--- config.mk ---
export PLATFORM = sky130hd
export DESIGN_NAME = substring_find_replace_top
export DESIGN_NICKNAME = d
export VERILOG_FILES = /design/src/rtl/sfr_pkg.sv /design/src/rtl/sfr_ctrl.sv /design/src/rtl/sfr_dpath.sv /design/src/rtl/substring_find_replace_top.sv
export VERILOG_INCLUDE_DIRS = /design/src /design/src/rtl
export SDC_FILE = /design/constraint.sdc
export NUM_CORES = 1
export LEC_CHECK = 0
export ABC_CLOCK_PERIOD_IN_PS = 2900
export BUFFER_PORTS_ARGS = -buffer_cell sky130_fd_sc_hd__buf_2
export CORE_ASPECT_RATIO = 0.5
export CORE_MARGIN = 1.5
export CORE_UTILIZATION = 35
export CTS_CLUSTER_DIAMETER = 80
export DETAILED_ROUTE_END_ITERATION = 10
export SYNTH_ARGS = -nofsm -noshare
export SYNTH_HDL_FRONTEND = slang
export SYNTH_SLANG_ARGS = --single-unit
--- constraint.sdc ---
create_clock -name clock -period 2.9 [get_ports clock]
set_clock_uncertainty 0.2 [all_clocks]
set_input_delay 0.145 -clock clock [delete_from_list [all_inputs] [get_ports clock]]
set_output_delay 0.145 -clock clock [all_outputs]
set_load 0.005 [all_outputs]
--- src/rtl/substring_find_replace_top_macros.svh ---
// Assertion macros for the substring find and replace block.
// Taken in by the top level; no other dependencies.
`ifndef SUBSTRING_FIND_REPLACE_TOP_MACROS_SVH
`define SUBSTRING_FIND_REPLACE_TOP_MACROS_SVH
`ifndef NO_ASSERTIONS
// Same-cycle implication, checked on every rising clock edge outside reset.
`define SFR_ASSERT_IMP(label, clk, rst, ante, cons) \
   label: assert property (@(posedge clk) disable iff (rst) (ante) |-> (cons)) \
      else $error("sfr assertion failed");
// Next-cycle implication.
`define SFR_ASSERT_NEXT(label, clk, rst, ante, cons) \
   label: assert property (@(posedge clk) disable iff (rst) (ante) |=> (cons)) \
      else $error("sfr assertion failed");
`else
`define SFR_ASSERT_IMP(label, clk, rst, ante, cons)
`define SFR_ASSERT_NEXT(label, clk, rst, ante, cons)
`endif
`endif

--- src/rtl/sfr_pkg.sv ---
// Shared types and constants of the substring find and replace block.
// No dependencies; used by the controller, the datapath and the top level.
`default_nettype none

package sfr_pkg;

   localparam int unsigned MAX_PATTERN_DEF = 8;

   // Configuration register indexes
   localparam logic [7:0] CSR_OLD_PATTERN = 8'd0;
   localparam logic [7:0] CSR_OLD_LENGTH  = 8'd1;
   localparam logic [7:0] CSR_NEW_PATTERN = 8'd2;
   localparam logic [7:0] CSR_NEW_LENGTH  = 8'd3;

   typedef enum logic [2:0] {
      ST_IDLE,
      ST_SCAN,
      ST_REPLACE,
      ST_FLUSH,
      ST_CLOSE
   } state_type;

   typedef struct packed {
      logic load;          // take the input byte into the held buffer
      logic emit_front;    // emit the oldest held byte and shift it out
      logic emit_rep;      // emit the next replacement byte
      logic finish_match;  // drop the matched bytes, count the match
      logic emit_close;    // emit the closing result with the count
   } cmd_type;

   typedef struct packed {
      logic prefix_ok;     // held bytes are a pattern prefix
      logic full_match;    // held count reached the pattern length
      logic held_empty;
      logic held_full;
      logic end_flag;      // last accepted byte closed the text
      logic rep_done;      // every replacement byte emitted
      logic out_free;      // output register can take a result
   } sts_type;

   function automatic logic [7:0] byte_at(input logic [63:0] word, input logic [2:0] idx);
      return word[{idx, 3'b000} +: 8];
   endfunction

endpackage

`default_nettype wire

--- src/rtl/sfr_ctrl.sv ---
// Controller state machine of the substring find and replace block.
// Depends on sfr_pkg; drives commands to sfr_dpath from its status.
`default_nettype none

module sfr_ctrl (
   input  logic            clock,
   input  logic            reset,
   input  logic            req_tvalid,
   output logic            req_tready,
   input  sfr_pkg::sts_type sts,
   output sfr_pkg::cmd_type cmd
);
   import sfr_pkg::*;

   state_type state_ff, state_in;

   always_ff @(posedge clock) begin
      if (reset) begin
         state_ff <= ST_IDLE;
      end else begin
         state_ff <= state_in;
      end
   end

   // Next state
   always_comb begin
      state_in = state_ff;
      unique case (state_ff)
         ST_IDLE: begin
            if (req_tvalid) state_in = ST_SCAN;
         end
         ST_SCAN: begin
            if (sts.full_match && sts.prefix_ok) begin
               state_in = ST_REPLACE;
            end else if (sts.prefix_ok) begin
               state_in = sts.end_flag ? ST_FLUSH : ST_IDLE;
            end
         end
         ST_REPLACE: begin
            if (sts.rep_done) state_in = ST_SCAN;
         end
         ST_FLUSH: begin
            if (sts.held_empty) state_in = ST_CLOSE;
         end
         ST_CLOSE: begin
            if (sts.out_free) state_in = ST_IDLE;
         end
         default: state_in = ST_IDLE;
      endcase
   end

   // Outputs
   always_comb begin
      cmd        = '0;
      req_tready = 1'b0;
      unique case (state_ff)
         ST_IDLE: begin
            req_tready = 1'b1;
            cmd.load   = req_tvalid;
         end
         ST_SCAN: begin
            if (!sts.prefix_ok && sts.out_free) cmd.emit_front = 1'b1;
         end
         ST_REPLACE: begin
            if (sts.rep_done) begin
               cmd.finish_match = 1'b1;
            end else if (sts.out_free) begin
               cmd.emit_rep = 1'b1;
            end
         end
         ST_FLUSH: begin
            if (!sts.held_empty && sts.out_free) cmd.emit_front = 1'b1;
         end
         ST_CLOSE: begin
            cmd.emit_close = sts.out_free;
         end
         default: ;
      endcase
   end

endmodule

`default_nettype wire

--- src/rtl/sfr_dpath.sv ---
// Datapath of the substring find and replace block: configuration registers,
// held byte buffer, counters and the output register. Depends on sfr_pkg.
`default_nettype none

module sfr_dpath #(
   parameter int unsigned MAX_PATTERN = sfr_pkg::MAX_PATTERN_DEF
) (
   input  logic             clock,
   input  logic             reset,
   input  sfr_pkg::cmd_type cmd,
   output sfr_pkg::sts_type sts,
   input  logic [7:0]       req_tdata,
   input  logic             req_tlast,
   input  logic             csr_valid,
   output logic             csr_ready,
   input  logic [7:0]       csr_index,
   input  logic [63:0]      csr_data,
   output logic             rsp_tvalid,
   input  logic             rsp_tready,
   output logic [23:0]      rsp_tdata,
   output logic [0:0]       rsp_tuser,
   output logic             rsp_tlast
);
   import sfr_pkg::*;

   localparam int unsigned   CNT_W   = $clog2(MAX_PATTERN + 1);
   localparam logic [3:0]     MAX_LEN = 4'(MAX_PATTERN);
   localparam logic [CNT_W-1:0] MAX_CNT = CNT_W'(MAX_PATTERN);

   logic [63:0] old_pattern_ff, old_pattern_in;
   logic [3:0]  old_length_ff, old_length_in;
   logic [63:0] new_pattern_ff, new_pattern_in;
   logic [3:0]  new_length_ff, new_length_in;
   logic        csr_hit;

   logic [7:0]       held_ff [MAX_PATTERN];
   logic [7:0]       held_in [MAX_PATTERN];
   logic [CNT_W-1:0] held_count_ff, held_count_in;
   logic [CNT_W-1:0] rep_idx_ff, rep_idx_in;
   logic [15:0]      total_ff, total_in;
   logic             end_ff, end_in;

   logic             rsp_valid_ff, rsp_valid_in;
   logic [7:0]       rsp_byte_ff, rsp_byte_in;
   logic             rsp_bvalid_ff, rsp_bvalid_in;
   logic             rsp_last_ff, rsp_last_in;
   logic [15:0]      rsp_count_ff, rsp_count_in;

   logic [CNT_W-1:0] plen, rlen;
   logic             prefix_ok, out_free, emit;

   assign csr_ready = 1'b1;

   // Configuration decode; any write to a listed index drops the held bytes
   always_comb begin
      old_pattern_in = old_pattern_ff;
      old_length_in  = old_length_ff;
      new_pattern_in = new_pattern_ff;
      new_length_in  = new_length_ff;
      csr_hit        = 1'b0;
      if (csr_valid) begin
         unique case (csr_index)
            CSR_OLD_PATTERN: begin old_pattern_in = csr_data;      csr_hit = 1'b1; end
            CSR_OLD_LENGTH:  begin old_length_in  = csr_data[3:0]; csr_hit = 1'b1; end
            CSR_NEW_PATTERN: begin new_pattern_in = csr_data;      csr_hit = 1'b1; end
            CSR_NEW_LENGTH:  begin new_length_in  = csr_data[3:0]; csr_hit = 1'b1; end
            default: ;
         endcase
      end
   end

   // Clamp lengths into the supported range
   always_comb begin
      if (old_length_ff == 4'd0) begin
         plen = CNT_W'(1);
      end else if (old_length_ff > MAX_LEN) begin
         plen = MAX_CNT;
      end else begin
         plen = CNT_W'(old_length_ff);
      end
      if (new_length_ff > MAX_LEN) begin
         rlen = MAX_CNT;
      end else begin
         rlen = CNT_W'(new_length_ff);
      end
   end

   // Compare every held position against the pattern in parallel
   always_comb begin
      prefix_ok = 1'b1;
      for (int i = 0; i < MAX_PATTERN; i++) begin
         if (CNT_W'(i) < held_count_ff && CNT_W'(i) < plen &&
             held_ff[i] != old_pattern_ff[8*i +: 8]) begin
            prefix_ok = 1'b0;
         end
      end
   end

   // Held buffer: append at the fill position, shift out the front
   always_comb begin
      for (int i = 0; i < MAX_PATTERN; i++) begin
         held_in[i] = held_ff[i];
      end
      if (cmd.emit_front) begin
         for (int i = 0; i < MAX_PATTERN - 1; i++) begin
            held_in[i] = held_ff[i+1];
         end
      end
      for (int i = 0; i < MAX_PATTERN; i++) begin
         if (cmd.load && held_count_ff == CNT_W'(i)) held_in[i] = req_tdata;
      end
   end

   always_comb begin
      held_count_in = held_count_ff;
      rep_idx_in    = rep_idx_ff;
      total_in      = total_ff;
      end_in        = end_ff;
      if (csr_hit) begin
         held_count_in = '0;
      end else if (cmd.load) begin
         held_count_in = held_count_ff + CNT_W'(1);
      end else if (cmd.emit_front) begin
         held_count_in = held_count_ff - CNT_W'(1);
      end else if (cmd.finish_match || cmd.emit_close) begin
         held_count_in = '0;
      end
      if (cmd.load) end_in = req_tlast;
      if (cmd.emit_rep) rep_idx_in = rep_idx_ff + CNT_W'(1);
      if (cmd.finish_match) begin
         rep_idx_in = '0;
         if (total_ff != 16'hFFFF) total_in = total_ff + 16'd1;
      end
      if (cmd.emit_close) total_in = '0;
   end

   // Output register
   assign out_free = !rsp_valid_ff || rsp_tready;
   assign emit     = cmd.emit_front || cmd.emit_rep || cmd.emit_close;

   always_comb begin
      rsp_valid_in  = emit ? 1'b1 : (rsp_tready ? 1'b0 : rsp_valid_ff);
      rsp_byte_in   = rsp_byte_ff;
      rsp_bvalid_in = rsp_bvalid_ff;
      rsp_last_in   = rsp_last_ff;
      rsp_count_in  = rsp_count_ff;
      if (emit) begin
         rsp_bvalid_in = !cmd.emit_close;
         rsp_last_in   = cmd.emit_close;
         rsp_count_in  = cmd.emit_close ? total_ff : 16'd0;
         if (cmd.emit_front) begin
            rsp_byte_in = held_ff[0];
         end else if (cmd.emit_rep) begin
            rsp_byte_in = byte_at(new_pattern_ff, 3'(rep_idx_ff));
         end else begin
            rsp_byte_in = 8'd0;
         end
      end
   end

   always_ff @(posedge clock) begin
      if (reset) begin
         old_pattern_ff <= '0;
         old_length_ff  <= 4'd1;
         new_pattern_ff <= '0;
         new_length_ff  <= '0;
         held_count_ff  <= '0;
         rep_idx_ff     <= '0;
         total_ff       <= '0;
         end_ff         <= 1'b0;
         rsp_valid_ff   <= 1'b0;
      end else begin
         old_pattern_ff <= old_pattern_in;
         old_length_ff  <= old_length_in;
         new_pattern_ff <= new_pattern_in;
         new_length_ff  <= new_length_in;
         held_count_ff  <= held_count_in;
         rep_idx_ff     <= rep_idx_in;
         total_ff       <= total_in;
         end_ff         <= end_in;
         rsp_valid_ff   <= rsp_valid_in;
      end
   end

   always_ff @(posedge clock) begin
      for (int i = 0; i < MAX_PATTERN; i++) begin
         held_ff[i] <= held_in[i];
      end
      rsp_byte_ff   <= rsp_byte_in;
      rsp_bvalid_ff <= rsp_bvalid_in;
      rsp_last_ff   <= rsp_last_in;
      rsp_count_ff  <= rsp_count_in;
   end

   assign sts.prefix_ok  = prefix_ok;
   assign sts.full_match = held_count_ff >= plen;
   assign sts.held_empty = held_count_ff == '0;
   assign sts.held_full  = held_count_ff == MAX_CNT;
   assign sts.end_flag   = end_ff;
   assign sts.rep_done   = rep_idx_ff == rlen;
   assign sts.out_free   = out_free;

   assign rsp_tvalid = rsp_valid_ff;
   assign rsp_tdata  = {rsp_count_ff, rsp_byte_ff};
   assign rsp_tuser  = rsp_bvalid_ff;
   assign rsp_tlast  = rsp_last_ff;

endmodule

`default_nettype wire

--- src/rtl/substring_find_replace_top.sv ---
// Top level of the substring find and replace block: controller plus datapath.
// Depends on sfr_pkg, sfr_ctrl, sfr_dpath and the assertion macro header.
//
// Streams text one byte per input item and replaces every leftmost,
// non-overlapping occurrence of a pattern of 1 to MAX_PATTERN bytes with a
// replacement of 0 to MAX_PATTERN bytes. Bytes that may still start a match
// are held back; on a mismatch they are released oldest first until the rest
// is again a pattern prefix. An item with tlast set closes the text: the held
// bytes are flushed and one closing item follows, with byte_valid low, tlast
// high and the saturating match count. Each input byte is accepted and then
// compared, and held bytes that no longer start a match are released one by
// one; a match emits the replacement bytes and then drops the matched bytes,
// and the end of text flushes the held bytes before the closing item. All
// results leave through one output register, one byte per cycle when not stalled.
// Input is taken only when the controller waits for a byte; a finished result
// may still sit in the output register then. Configuration writes are taken
// in any cycle, always ready, and drop any held bytes; issue them only while
// the block is idle. Indexes beyond the register list are ignored.
`default_nettype none
`include "substring_find_replace_top_macros.svh"

module substring_find_replace_top #(
   parameter int unsigned MAX_PATTERN = sfr_pkg::MAX_PATTERN_DEF
) (
   input  logic        clock,
   input  logic        reset,
   // Input items
   input  logic        req_tvalid,
   output logic        req_tready,
   input  logic [7:0]  req_tdata,   // [7:0] text_byte
   input  logic        req_tlast,   // text_end
   // Result items
   output logic        rsp_tvalid,
   input  logic        rsp_tready,
   output logic [23:0] rsp_tdata,   // [7:0] out_byte, [23:8] match_count
   output logic [0:0]  rsp_tuser,   // [0] byte_valid
   output logic        rsp_tlast,   // run_last
   // Configuration writes
   input  logic        csr_valid,
   output logic        csr_ready,
   input  logic [7:0]  csr_index,
   input  logic [63:0] csr_data
);
   import sfr_pkg::*;

   cmd_type cmd;
   sts_type sts;

   // Sequence compare, release, replace and flush steps
   sfr_ctrl u_ctrl (
      .clock      (clock),
      .reset      (reset),
      .req_tvalid (req_tvalid),
      .req_tready (req_tready),
      .sts        (sts),
      .cmd        (cmd)
   );

   // Hold bytes, registers, counters and the output register
   sfr_dpath #(
      .MAX_PATTERN (MAX_PATTERN)
   ) u_dpath (
      .clock      (clock),
      .reset      (reset),
      .cmd        (cmd),
      .sts        (sts),
      .req_tdata  (req_tdata),
      .req_tlast  (req_tlast),
      .csr_valid  (csr_valid),
      .csr_ready  (csr_ready),
      .csr_index  (csr_index),
      .csr_data   (csr_data),
      .rsp_tvalid (rsp_tvalid),
      .rsp_tready (rsp_tready),
      .rsp_tdata  (rsp_tdata),
      .rsp_tuser  (rsp_tuser),
      .rsp_tlast  (rsp_tlast)
   );

   // A byte is compared before the next one is taken
   `SFR_ASSERT_NEXT(a_one_byte_at_a_time, clock, reset, req_tvalid && req_tready, !req_tready)
   // The held buffer always has room when a byte arrives
   `SFR_ASSERT_IMP(a_room_on_accept, clock, reset, req_tvalid && req_tready, !sts.held_full)
   // The closing item never carries a text byte
   `SFR_ASSERT_IMP(a_close_no_byte, clock, reset, rsp_tvalid && rsp_tlast, !rsp_tuser[0])
   // Never emit into an occupied, stalled output register
   `SFR_ASSERT_IMP(a_no_overwrite, clock, reset,
      cmd.emit_front || cmd.emit_rep || cmd.emit_close, !rsp_tvalid || rsp_tready)

endmodule

`default_nettype wire
[Word-level counts from Yosys, hierarchy flattened]
Memories as Yosys holds them, arrays and structs flattened.
Index checks and enable logic that the tools add are counted.
Storage, ports and cells
  register bits after elaboration: 191
  RAM bits: 64
  input port bits: 86
  output and inout bits: 29
  word-level logic and storage cells: 166
  memories kept: 1
Memories
  u_dpath.held_ff: depth 8, width 8, read ports 8, clocked after memory_dff 0, write ports 8, line sfr_dpath.sv:36  | logic [7:0] held_ff [MAX_PATTERN];
Operators by class
  $add $sub $neg: 4
  $lt $le $gt $ge: 19
  equal/unequal tests: 29
  shift-type cells: 1
  multiplexer cells: 47
  reduce and logical (&&, ||, !) cells: 51
Operators by type and width (count)
  two-way mux 8 bit: 10
  != test 8 bit: 8
  variable part select 64 x 7 -> 8 bit: 1
  two-way mux 56 bit: 1
  < comparator 3 x 4 -> 1 bit (first input constant): 8
  logical AND 1 bit: 27
  two-way mux 4 bit: 6
  two-way mux 1 bit: 20
  two-way mux 3 bit: 6
  adder 16 x 1 -> 16 bit (second input constant): 1
  equality test 4 x 3 -> 1 bit (second input constant): 4
  equality test 8 x 2 -> 1 bit (second input constant): 2
  < comparator 1 x 4 -> 1 bit (first input constant): 4
  < comparator 2 x 4 -> 1 bit (first input constant): 4
  != test 16 bit (second input constant): 1
  case mux 3 bit (5 select lines): 1
  AND reduction 2 bit: 5
  adder 4 x 1 -> 4 bit (second input constant): 2
  equality test 4 x 2 -> 1 bit (second input constant): 2
  equality test 8 x 1 -> 1 bit (second input constant): 1
  greater-than comparator 4 bit (second input constant): 2
  logical NOT 4 bit: 2
  logical NOT 8 bit: 1
  equality test 3 x 2 -> 1 bit (second input constant): 2
  19 further kinds: 30

[Depth between registers and ports, before layout]
Gate-level depths: netlist of run 1.
  depth after elaboration: 21
  depth in mapped cells: 12
  depth with buffers taken out: 11

[By module]
A second synthesis of run 1 with hierarchy kept.
Unflattened totals
  cells, all modules: 1165
  area, all modules: 11464.7 µm²
By module, submodules not included
  sfr_dpath: times used 1, cells each 1135, area an instance 11234.5 µm², sequential area each 5945.7 µm²
  sfr_ctrl: times used 1, cells each 30, area an instance 230.2 µm², sequential area each 60.1 µm²

[Worst setup path after synthesis of run 1]
Ideal clock, no wire load.
  kind: reg-to-reg
  start point: register u_dpath.held_count_ff[0]
  end point: register u_dpath.rsp_byte_ff[0] (enable)
  library setup time: 507 ps
  data arrival time: 2501 ps
  required time: 2193 ps
  setup slack: -308 ps
  cell stages (with the launch flop): 10
  buffers on the path: 2
  clock period less this slack: 3208 ps
  cell sequence: dfxtp_1 -> inv_1 -> ha_1 -> and2_1 -> buf_2 -> a21oi_1 -> nor4b_2 -> a31o_2 -> clkbuf_1 -> nand3_1
Between the ends
  longest elaborated chain between the ends: 17
  elaborated cells between the ends (all ways): 42
  classes of those cells: 8 x order compare; 11 x mux; 23 x reduce/logical
Ends and longest elaborated chain
  from (decl): line sfr_dpath.sv:38  | logic [CNT_W-1:0] held_count_ff, held_count_in;
  from (signal assigned): line sfr_dpath.sv:177  | held_count_ff <= held_count_in;
  < comparator 1 x 4 -> 1 bit: line sfr_dpath.sv:92  | if (CNT_W'(i) < held_count_ff && CNT_W'(i) < plen &&
  logical AND 1 bit (2 in series): line sfr_dpath.sv:92
  two-way mux 1 bit (8 in series): line sfr_dpath.sv:92
  logical NOT 1 bit: line sfr_ctrl.sv:62  | if (!sts.prefix_ok && sts.out_free) cmd.emit_front = 1'b1;
  logical AND 1 bit: line sfr_ctrl.sv:62
  two-way mux 1 bit: line sfr_ctrl.sv:62
  case mux 1 bit (2 select lines) *: line sfr_ctrl.sv:56  | unique case (state_ff)
  logical OR 1 bit * (2 in series): line sfr_dpath.sv:139  | assign emit = cmd.emit_front || cmd.emit_rep || cmd.emit_close;
  net u_dpath.emit: line sfr_dpath.sv:50  | logic prefix_ok, out_free, emit;
  to (signal assigned): line sfr_dpath.sv:189  | rsp_byte_ff <= rsp_byte_in;
  to (decl): line sfr_dpath.sv:44  | logic [7:0] rsp_byte_ff, rsp_byte_in;
Mark *: on every way through the listed nets, which the timed path passes. The rest lies on a longest branch.
A chain may end at the register's enable or synchronous reset.

[Worst setup path after layout of run 1]
  start point: register u_dpath.held_count_ff[0]
  end point: register u_dpath.held_count_ff[3]
Between the ends
  longest elaborated chain between the ends: 17
  elaborated cells between the ends (all ways): 45
  classes of those cells: 2 x add/sub; 8 x order compare; 13 x mux; 22 x reduce/logical
Ends and longest elaborated chain
  < comparator 1 x 4 -> 1 bit: line sfr_dpath.sv:92
  logical AND 1 bit (2 in series): line sfr_dpath.sv:92
  two-way mux 1 bit (8 in series): line sfr_dpath.sv:92
  logical NOT 1 bit: line sfr_ctrl.sv:62
  logical AND 1 bit: line sfr_ctrl.sv:62
  two-way mux 1 bit: line sfr_ctrl.sv:62
  case mux 1 bit (2 select lines): line sfr_ctrl.sv:56
  two-way mux 4 bit: line sfr_dpath.sv:123  | end else if (cmd.emit_front) begin
  two-way mux 4 bit: line sfr_dpath.sv:121  | end else if (cmd.load) begin
Parallel ways exist; a longest one is shown, timed or not.

==> run metrics, run 1 <==
share of layout cells above drive strength 1=20.1%; Post-synth EDFFs=90; Syn Std Cell Area=11,500 um^2; cell at the slowest stage of the critical path=a222oi_1; crit path cell chain=inv_1 > ha_1 > nand2b_1 > a222oi_1 > nor4b_2 > a31o_2 > buf_4 > buf_4 > a311o_1 > a21oi_1; FF+latch count, synth=255; CP arrival=2.99 ns; Core ar.=31,900 um^2; global placer's final weighted congestion=0.924; VDD IR-drop max=0.456 mV; Die Wd=259 um; Synth Area in XOR/XNOR=slightly above 6%; library cells used by synthesis=63; Pre-antenna DRT Iters=5; antenna viol nets, final=0; register area share after synthesis=a little over half; status=finished, final reports clean; Slew HR=51.6%; hold crit path type=primary input to register; Clock Latency Late Sink=roughly 0.56 ns; leakage=5.23 nW; Power Density=between 700 and 800 nW/um^2; pre-CTS setup slack=~0.094 ns; antenna cells=0; critical path launch point type=register; cell mode on critical path=buf_4; Fin. Hold Viols=0; critical path required time=3.18 ns; first-pass GRT wire length=slightly below 50,000 um; setup ws final=0.195 ns; CTS tree=yes; ys async rst share=0%; Clock Path Buffers=3; setup_tns=0 ns; overall via count from detail_route=9,056; Placed Area=roughly 13,000 um^2; Gate Count Post-Synth=about 1,200; delay of the slowest critical-path stage=roughly 0.38 ns; setup bufs post-CTS=0; drt total wl=31,900 um; Final setup viols=0; smallest hold slack=roughly 0.043 ns; CTS H-tree lvls=1; I/O pins=115; initial antenna violation count=0; min Tclk post-route=2.71 ns; # DRC=0; Post-Syn Nets=1,248; Post-Synth Simple-Gate Area=16.5%; die area=33,900 um^2; CTS Buf Count=25; Initial Util=between 30% and 40%; Final #Nets=around 1,400; most frequent cells in the layout=nand2_1, dfxtp_1, a21oi_1, buf_2, edfxtp_1; Area growth syn-to-layout=24.4%; Finished Cell Area=14,300 um^2; commonest non-fill, non-tap cell in the layout=nand2_1; HPWL after DPL=23,100 um; Final Slew Violations=0; Vias/cell=5.03; largest family of logic cells by synthesized area=simple AND/OR/NAND/NOR gates; final cycle utilization of the critical path=93.3%; Synth Area in Adders=under 10%; WL/cell=17.7 um; Synth Area in Compound Gates=9.54%; gr usage total=18.7%; warnings from Yosys=0; Worst-path clk slew=0.07 ns; mux contribution to synthesized area=10.0%; DR iter-0 viols=approximately 700; number of max-cap violations=0; root buf cell=clkbuf_16; largest net degree at the start of global routing=130; Worst Tran Pin Value=0.721 ns; FP Rows=46; crit-path max FO=10; RSZ-0062 raised after global routing=no; Worst Setup End Kind=register; Main synth FF type=dfxtp_1; clock sinks=255; delay-heaviest family, CP=compound AO/OA/AOI/OAI gates; total grt overflow=0; Port Buffers=113; Vert. Die Dim=131 um; Avg Cell Area, Syn=~10 um^2; vias in the first global route=8,750; worst path bufs/invs=3; Setup Crit Path Kind=register to register; achievable frequency=0.370 GHz
==> where the power goes <==
part           internal [mW]  switching, mW
Clock                   1.94           1.43
Sequential              4.36          0.296
Combinational          0.936           1.13
==> area by class of cell <==
type / count / area [um^2]
well taps: 432 / 541
clock buffers: 42 / 815
flip-flops and latches: 255 / 6010
inverters: 21 / 78.8
clock inverters: 4 / 43.8
multi-input cells: 808 / 5000
fillers: 3022 / 17700
repair buffers: 237 / 1790
==> final timing paths <==
path	end	slack, ns	start	cells past startpoint
worst min register to register	u_dpath.new_pattern_ff[58]	0.25	u_dpath.new_pattern_ff[58]	2
worst min-delay path	u_dpath.new_pattern_ff[24]	0.04	csr_index[3]	6
worst max register to register	u_dpath.held_count_ff[3]	0.19	u_dpath.held_count_ff[0]	10
worst max-delay path	u_dpath.held_count_ff[3]	0.19	u_dpath.held_count_ff[0]	10
==> logic make-up after synthesis <==
| family | after synthesis |
|---|---|
| AOI/OAI and AO/OA | 197 |
| xor gates and xnor gates | 80 |
| adders and majority gates | 11 |
| buffers and inverters | 88 |
| DFF | 255 |
| muxes | 88 |
| other | 1 |
| and+or+nand+nor | 431 |
==> Yosys cell counts (all sizes together) (11+ instances only) <==
library cell	number	area, um^2
inv	21	78.8
ha	11	138
edfxtp	90	2700
nand2	290	1090
mux2i	15	150
dfxtp	165	3300
xnor2	21	184
xor2	59	517
nor4	17	128
nor2	43	169
o21ai	12	60.1
and2	13	81.3
mux4	16	360
nor3	11	60.1
nand3	17	90.1
a21oi	150	762
clkbuf	29	110
mux2	57	642
buf	38	293
==> worst register-to-register path, stage by stage, from the launching register on <==
cell and delay (ns):
dfxtp_1 0.33, inv_1 0.10, ha_1 0.30, nand2b_1 0.18, a222oi_1 0.38, nor4b_2 0.10
a31o_2 0.30, buf_4 0.16, buf_4 0.17, a311o_1 0.31, a21oi_1 0.10
==> registers in the layout, summed over array words and instances (netlist names), 3 cells and up <==
register,count
u_dpath.held_ff,64
u_dpath.new_pattern_ff,64
u_dpath.old_pattern_ff,64
u_dpath.rsp_count_ff,16
u_dpath.total_ff,16
u_dpath.rsp_byte_ff,8
u_dpath.held_count_ff,4
u_dpath.new_length_ff,4
u_dpath.old_length_ff,4
u_dpath.rep_idx_ff,4
u_ctrl.state_ff,3
==> per-stage QoR <==
stage / total power [mW] / cells / util, %
after floorplan: 5.91 / 1151 / -
after global placement: 6.63 / 1666 / 39.3
after detailed placement: 6.70 / 1666 / 39.3
after CTS: 10.1 / 1799 / 44.7
after global routing: 10.5 / 1799 / 44.7
final: 10.1 / 1799 / 44.7
==> routing by layer <==
metal	global-route usage, %	vias up	wire length, um
met5	0	-	0
met4	6.36	0	1010
met3	3.18	58	1870
met2	32.1	254	15200
met1	24.0	4362	13800
li1	-	4382	-
==> repair_timing <==
action / CTS / global route
hold buffers: 87 / 0
resized for setup: 0 / 1
hold endpoints to repair: 209 / 0
endpoints found under the setup margin: 0 / 67
No activity file was read; power rests on OpenSTA's default activity.
==> run 2: changes to the inputs <==
PLACE_DENSITY = 0.53   (was not set)
==> run 2 against run 1 <==
  * Non-clock buffer count down 10
  * Setup slack worse by 0.090 ns
  * Die area unchanged
  * Combinational power up 2%
  * Fmax down 3.2%
  * Register-to-register slack worse by 0.09 ns
  * Sequential power about the same
  * Hold slack better by 0.064 ns
  * Critical path depth down 3
  * Utilization down 0.44 points
  * Flip-flop and latch count unchanged
  * Power down 1.3%
  * Largest power group unchanged
  * Highest routed layer unchanged
==> run metrics, run 2 (synthesis results as in run 1) <==
first-pass GRT wire length=49,200 um (+0.74%); VDD IR-drop max=0.353 mV (-23%); setup ws final=0.105 ns (-0.0900 ns); Finished Cell Area=14,100 um^2 (-0.98%); I/O pins=115 (unchanged); Vert. Die Dim=131 um (unchanged); Core ar.=31,900 um^2 (unchanged); Slew HR=48.8% (-2.8 points); Hold Crit Start=csr_index[3]; share of layout cells above drive strength 1=19.7% (-0.43 points); root buf cell=clkbuf_16; global placer's final weighted congestion=0.885 (-4.2%); RSZ-0062 raised after global routing=yes; overall via count from detail_route=8,950 (-1.2%); largest registers=u_dpath.held_ff: 64 flops, u_dpath.new_pattern_ff: 64 flops, u_dpath.old_pattern_ff: 64 flops; Worst Setup End Kind=register; Fillers=3,052 (+0.99%); status=finished, final reports clean; # DRC=0 (unchanged); hold crit path type=primary input to register; Worst-path clk slew=0.07 ns (about the same); pre-CTS setup slack=-0.0875 ns (-0.181 ns); achievable frequency=0.358 GHz (-3.2%); drt total wl=32,500 um (+1.9%); Clock Path Buffers=3 (unchanged); Power Density=704 nW/um^2 (-0.35%); CTS Buf Count=25 (unchanged); commonest non-fill, non-tap cell in the layout=nand2_1; FF-to-FF Start=u_dpath.held_ff[4][7]; DR iter-0 viols=697 (-0.71%); area of the multi-input gates=5010 um^2 (+0.23%); critical path required time=2.92 ns (-0.26 ns); Final Slew Violations=0 (unchanged); Fin. Hold Viols=0 (unchanged); Worst Tran Pin Value=0.762 ns (+0.0414 ns); vias in the first global route=8,571 (-2.0%); HPWL after DPL=23,400 um (+1.3%); final std cells w/o fill=1,788 (-0.61%); CP Launch Point=u_dpath.held_ff[4][7]; Final setup viols=0 (unchanged); final total power=9.96 mW (-1.3%); Final #Nets=1,435 (-0.69%); setup_tns=0 ns (unchanged); Setup Crit Path Kind=register to register; flip-flop and latch area=6010 um^2 (unchanged); Pre-antenna DRT Iters=5 (unchanged); largest net degree at the start of global routing=122 (-6.2%); initial antenna violation count=0 (unchanged); gr usage total=19.1% (+0.41 points); setup bufs post-CTS=0 (unchanged); crit-path max FO=13 (+3); die area=33,900 um^2 (unchanged); critical path launch point type=register; Initial Util=35.9% (unchanged); CTS H-tree lvls=1 (unchanged); total grt overflow=0 (unchanged); WL/cell=18.2 um (+2.6%); Die Wd=259 um (unchanged); Port Buffers=113 (unchanged); antenna viol nets, final=0 (unchanged); placed insts=1,661 (-0.30%); min Tclk post-route=2.80 ns (+0.0900 ns); Placed Area=12,500 um^2 (-0.20%); Clock Latency Late Sink=0.55 ns (about the same); Area growth syn-to-layout=23.2%; clock sinks=255 (unchanged); CTS tree=yes; FP Rows=46 (unchanged); antenna cells=0 (unchanged); CP arrival=2.81 ns (-0.18 ns); leakage=5.15 nW (-1.3%); final cycle utilization of the critical path=96.4% (+3.1 points); most frequent cells in the layout=nand2_1, dfxtp_1, a21oi_1, buf_2, edfxtp_1; Vias/cell=5.01 (-0.56%); number of max-cap violations=0 (unchanged)
[run 2: changes by cell type in the layout (fill, tap and decap cells not counted), moves of 2 or more]
cell / previous run / this run
buf_4: 32 / 26
dlygate4sd3_1: 87 / 82
clkbuf_16: 29 / 25
clkinv_1: 0 / 4
bufinv_16: 0 / 2
clkbuf_8: 4 / 2
clkinv_2: 0 / 2
[run 2: area by class of cell]
class                           instances  area share (%)
Clock inverter                          9           0.664
Tap cell                              432            3.82
Timing Repair Buffer                  227            12.1
Inverter                               21           0.558
Multi-Input combinational cell        808            35.5
Sequential cell                       255            42.5
Clock buffer                           36            4.87
[run 2: critical path, cell delays in order (launching register included)]
cell      delay [ns]
edfxtp_1        0.42
xor2_1          0.16
nor4_1          0.43
buf_4           0.19
a222oi_1        0.07
nor4b_2         0.33
a31o_4          0.36
nand2_1         0.29
[run 2: timing repair]
action,4_1_cts,5_1_grt
endpoints found under the hold margin,207,0
hold buffers,82,0
setup endpoints to repair,91,18
gates resized for setup,1,2
[run 2: path summary, 6_finish.rpt]
| kind | slack (ns) | cells after the start | end |
|---|---|---|---|
| worst min register to register | 0.25 | 2 | u_dpath.new_pattern_ff[17] |
| worst min-delay path | 0.11 | 6 | u_dpath.old_pattern_ff[7] |
| worst max register to register | 0.10 | 7 | u_dpath.held_ff[6][4] |
| worst max-delay path | 0.10 | 7 | u_dpath.held_ff[6][4] |
[run 2: where the power goes]
part	switching (mW)	internal, mW
clock	1.40	1.82
combinational	1.18	0.928
sequential	0.269	4.36
[run 2: layer usage]
layer	up-vias	track usage, %	share of wire (%)
met2	216	32.1	46
met1	4323	25.7	47
met4	0	4.71	2.2
met3	49	3.18	4.3
met5	-	0	0
li1	4362	-	-
[run 2: per-stage QoR]
step	util [%]	hold slack [ns]
after CTS	44.2	0.113
after global routing	44.3	0.140
after floorplan	-	0.0439
after global placement	39.2	0.200
after detailed placement	39.2	0.205
final	44.3	0.107
==> run 3: changes to the inputs <==
ABC_CLOCK_PERIOD_IN_PS = 3100   (was 2900)
PLACE_DENSITY = 0.51   (was 0.53)
clock period = 3.1 ns   (was 2.9 ns; I/O delays follow)
==> run 3 against run 2 <==
  * Design area hardly changed
  * Highest routed layer unchanged
  * Cell count is the same
  * Fmax down 2.0%
  * Flip-flop and latch count did not move
  * Power decreased by 5.1%
  * Routed wire length down 0.61%
  * Clock power decreased by 5%
  * Via count down 0.35%
  * Critical path type unchanged
  * Combinational power shrank 4%
==> run metrics, run 3 (synthesis results as in run 1) <==
Worst-path clk slew=0.07 ns (about the same); area of the multi-input gates=5010 um^2 (about the same); first-pass GRT wire length=49,300 um (+0.29%); crit path cell chain=inv_1 > ha_1 > nand2b_1 > a222oi_1 > nor4b_2 > a31o_2 > buf_12 > nand3_2 > buf_4; hold crit path type=primary input to register; overall via count from detail_route=8,919 (-0.35%); final cycle utilization of the critical path=92.0% (-4.3 points); Final setup viols=0 (unchanged); Hold Crit Endpoint=u_dpath.new_length_ff[0]; sequential share of power=46.1% (-0.4 points); achievable frequency=0.351 GHz (-2.0%); setup bufs post-CTS=0 (unchanged); root buf cell=clkbuf_16; # DRC=0 (unchanged); total grt overflow=0 (unchanged); commonest non-fill, non-tap cell in the layout=nand2_1; Worst Setup End Kind=register; Pint=6.75 mW (-5.1%); Setup Crit Path Kind=register to register; most frequent cells in the layout=nand2_1, dfxtp_1, a21oi_1, buf_2, edfxtp_1; Fin. Hold Viols=0 (unchanged); Final #Nets=1,435 (unchanged); die area=33,900 um^2 (unchanged); switching share of power=28.6% (+0.044 points); number of max-cap violations=0 (unchanged); Critical R2R Capture=u_dpath.rsp_count_ff[5]; sw power=2.71 mW (-4.9%); critical path required time=3.12 ns (+0.20 ns); FF-to-FF Start=u_dpath.held_count_ff[0]; Initial Util=35.9% (unchanged); largest net degree at the start of global routing=143 (+17%); VDD IR-drop max=0.341 mV (-3.4%); drt total wl=32,300 um (-0.61%); worst path bufs/invs=3 (+2); crit-path max FO=16 (+3); Die Wd=259 um (unchanged); clock sinks=255 (unchanged); CP arrival=2.88 ns (+0.07 ns); flip-flop and latch area=6010 um^2 (unchanged); Hold Path Depth=4 (-2); Port Buffers=113 (unchanged); Slew HR=52.9% (+4.1 points); CTS H-tree lvls=1 (unchanged); min Tclk post-route=2.85 ns (+0.0579 ns); antenna viol nets, final=0 (unchanged); Comb power frac=21.5% (+0.3 points); WL/cell=18.1 um (-0.61%); leakage=5.15 nW (about the same); Final Slew Violations=0 (unchanged); Fillers=3,070 (+0.59%); DR iter-0 viols=539 (-23%); status=finished, final reports clean; Worst Tran Pin Value=0.707 ns (-0.0549 ns); R2R cell count=9 (+2); pre-CTS setup slack=0.0666 ns (+0.154 ns); CTS tree=yes; Core ar.=31,900 um^2 (unchanged); largest registers=u_dpath.held_ff: 64 flops, u_dpath.new_pattern_ff: 64 flops, u_dpath.old_pattern_ff: 64 flops; Vias/cell=4.99 (-0.35%); Pre-antenna DRT Iters=5 (unchanged); Power Density=669 nW/um^2 (-5.0%); Vert. Die Dim=131 um (unchanged); initial antenna violation count=0 (unchanged); antenna cells=0 (unchanged); flop-to-flop setup slack=0.25 ns (+0.14 ns); post-layout util=44.2% (about the same); Clock Power Share=32.4% (about the same); cell at the slowest stage of the critical path=a222oi_1; HPWL after DPL=23,200 um (-0.97%); Area growth syn-to-layout=23.1% (about the same); setup_tns=0 ns (unchanged); RSZ-0062 raised after global routing=no; critical path launch point type=register; delay of the slowest critical-path stage=0.50 ns (+0.07 ns); Clock Path Buffers=3 (unchanged); share of layout cells above drive strength 1=20.3% (+0.59 points); Hold Crit Start=csr_index[0]; CTS Buf Count=26 (+4.0%); smallest hold slack=0.0309 ns (-0.0765 ns); FP Rows=46 (unchanged); global placer's final weighted congestion=0.836 (-5.5%); I/O pins=115 (unchanged); vias in the first global route=8,752 (+2.1%); setup ws final=0.247 ns (+0.142 ns); delay-heaviest family, CP=compound AO/OA/AOI/OAI gates; Clock Latency Late Sink=0.54 ns (about the same); gr usage total=19.1% (+0.042 points)
==> run 3: repair_timing <==
item | CTS | global route
hold buffers | 80 | 0
resized for setup | 0 | 2
hold endpoints to repair | 210 | 0
setup endpoints to repair | 0 | 84
==> run 3: power by group through the flow <==
stage | Combinational, mW | Sequential, mW | Clock, mW
6_report | 2.03 | 4.36 | 3.06
3_3_place_gp | 1.91 | 4.42 | 0
4_1_cts | 2.02 | 4.36 | 3.14
5_1_grt | 2.24 | 4.41 | 3.29
2_1_floorplan | 1.17 | 4.36 | 0
3_5_place_dp | 1.93 | 4.44 | 0
==> run 3: per-stage QoR <==
step / power [mW] / area (um^2) / instances
CTS: 9.53 / 14100 / 1788
detailed placement: 6.36 / 12500 / 1662
floorplan: 5.52 / 11500 / 1151
global placement: 6.34 / 12500 / 1662
global route: 9.93 / 14100 / 1788
finish: 9.45 / 14100 / 1788
==> run 3: worst max-delay path by stage <==
stage / to / cells after the start / start
finish: u_dpath.rsp_count_ff[5] / 9 / u_dpath.held_count_ff[0]
floorplan: u_dpath.rsp_byte_ff[0] / 9 / u_dpath.held_count_ff[0]
global placement: u_dpath.rsp_count_ff[9] / 8 / u_dpath.held_ff[5][3]
global route: u_dpath.rsp_count_ff[8] / 8 / u_dpath.held_ff[5][5]
CTS: u_dpath.rsp_count_ff[5] / 8 / u_dpath.held_ff[5][3]
detailed placement: u_dpath.rsp_count_ff[8] / 8 / u_dpath.held_ff[5][3]
==> run 3: tightest hold or removal path, stage by stage <==
cell,delay (ns)
buf_2,0.15
nand3_1,0.24
a21oi_1,0.10
nor2_1,0.07
==> run 3: cell type report <==
cell class / instances / area share, %
Multi-Input combinational cell: 808 / 35.5
Inverter: 21 / 0.558
Sequential cell: 255 / 42.5
Clock inverter: 10 / 0.717
Timing Repair Buffer: 226 / 11.8
Tap cell: 432 / 3.83
Clock buffer: 36 / 5.13
==> run 3: metal layers <==
layer / GRT usage, % / part of all wire (%) / vias to the layer above
met4: 4.75 / 2.2 / 0
met5: 0 / 0 / -
met2: 32.4 / 47 / 231
met1: 25.6 / 47 / 4288
met3: 3.22 / 4.7 / 48
li1: - / - / 4352
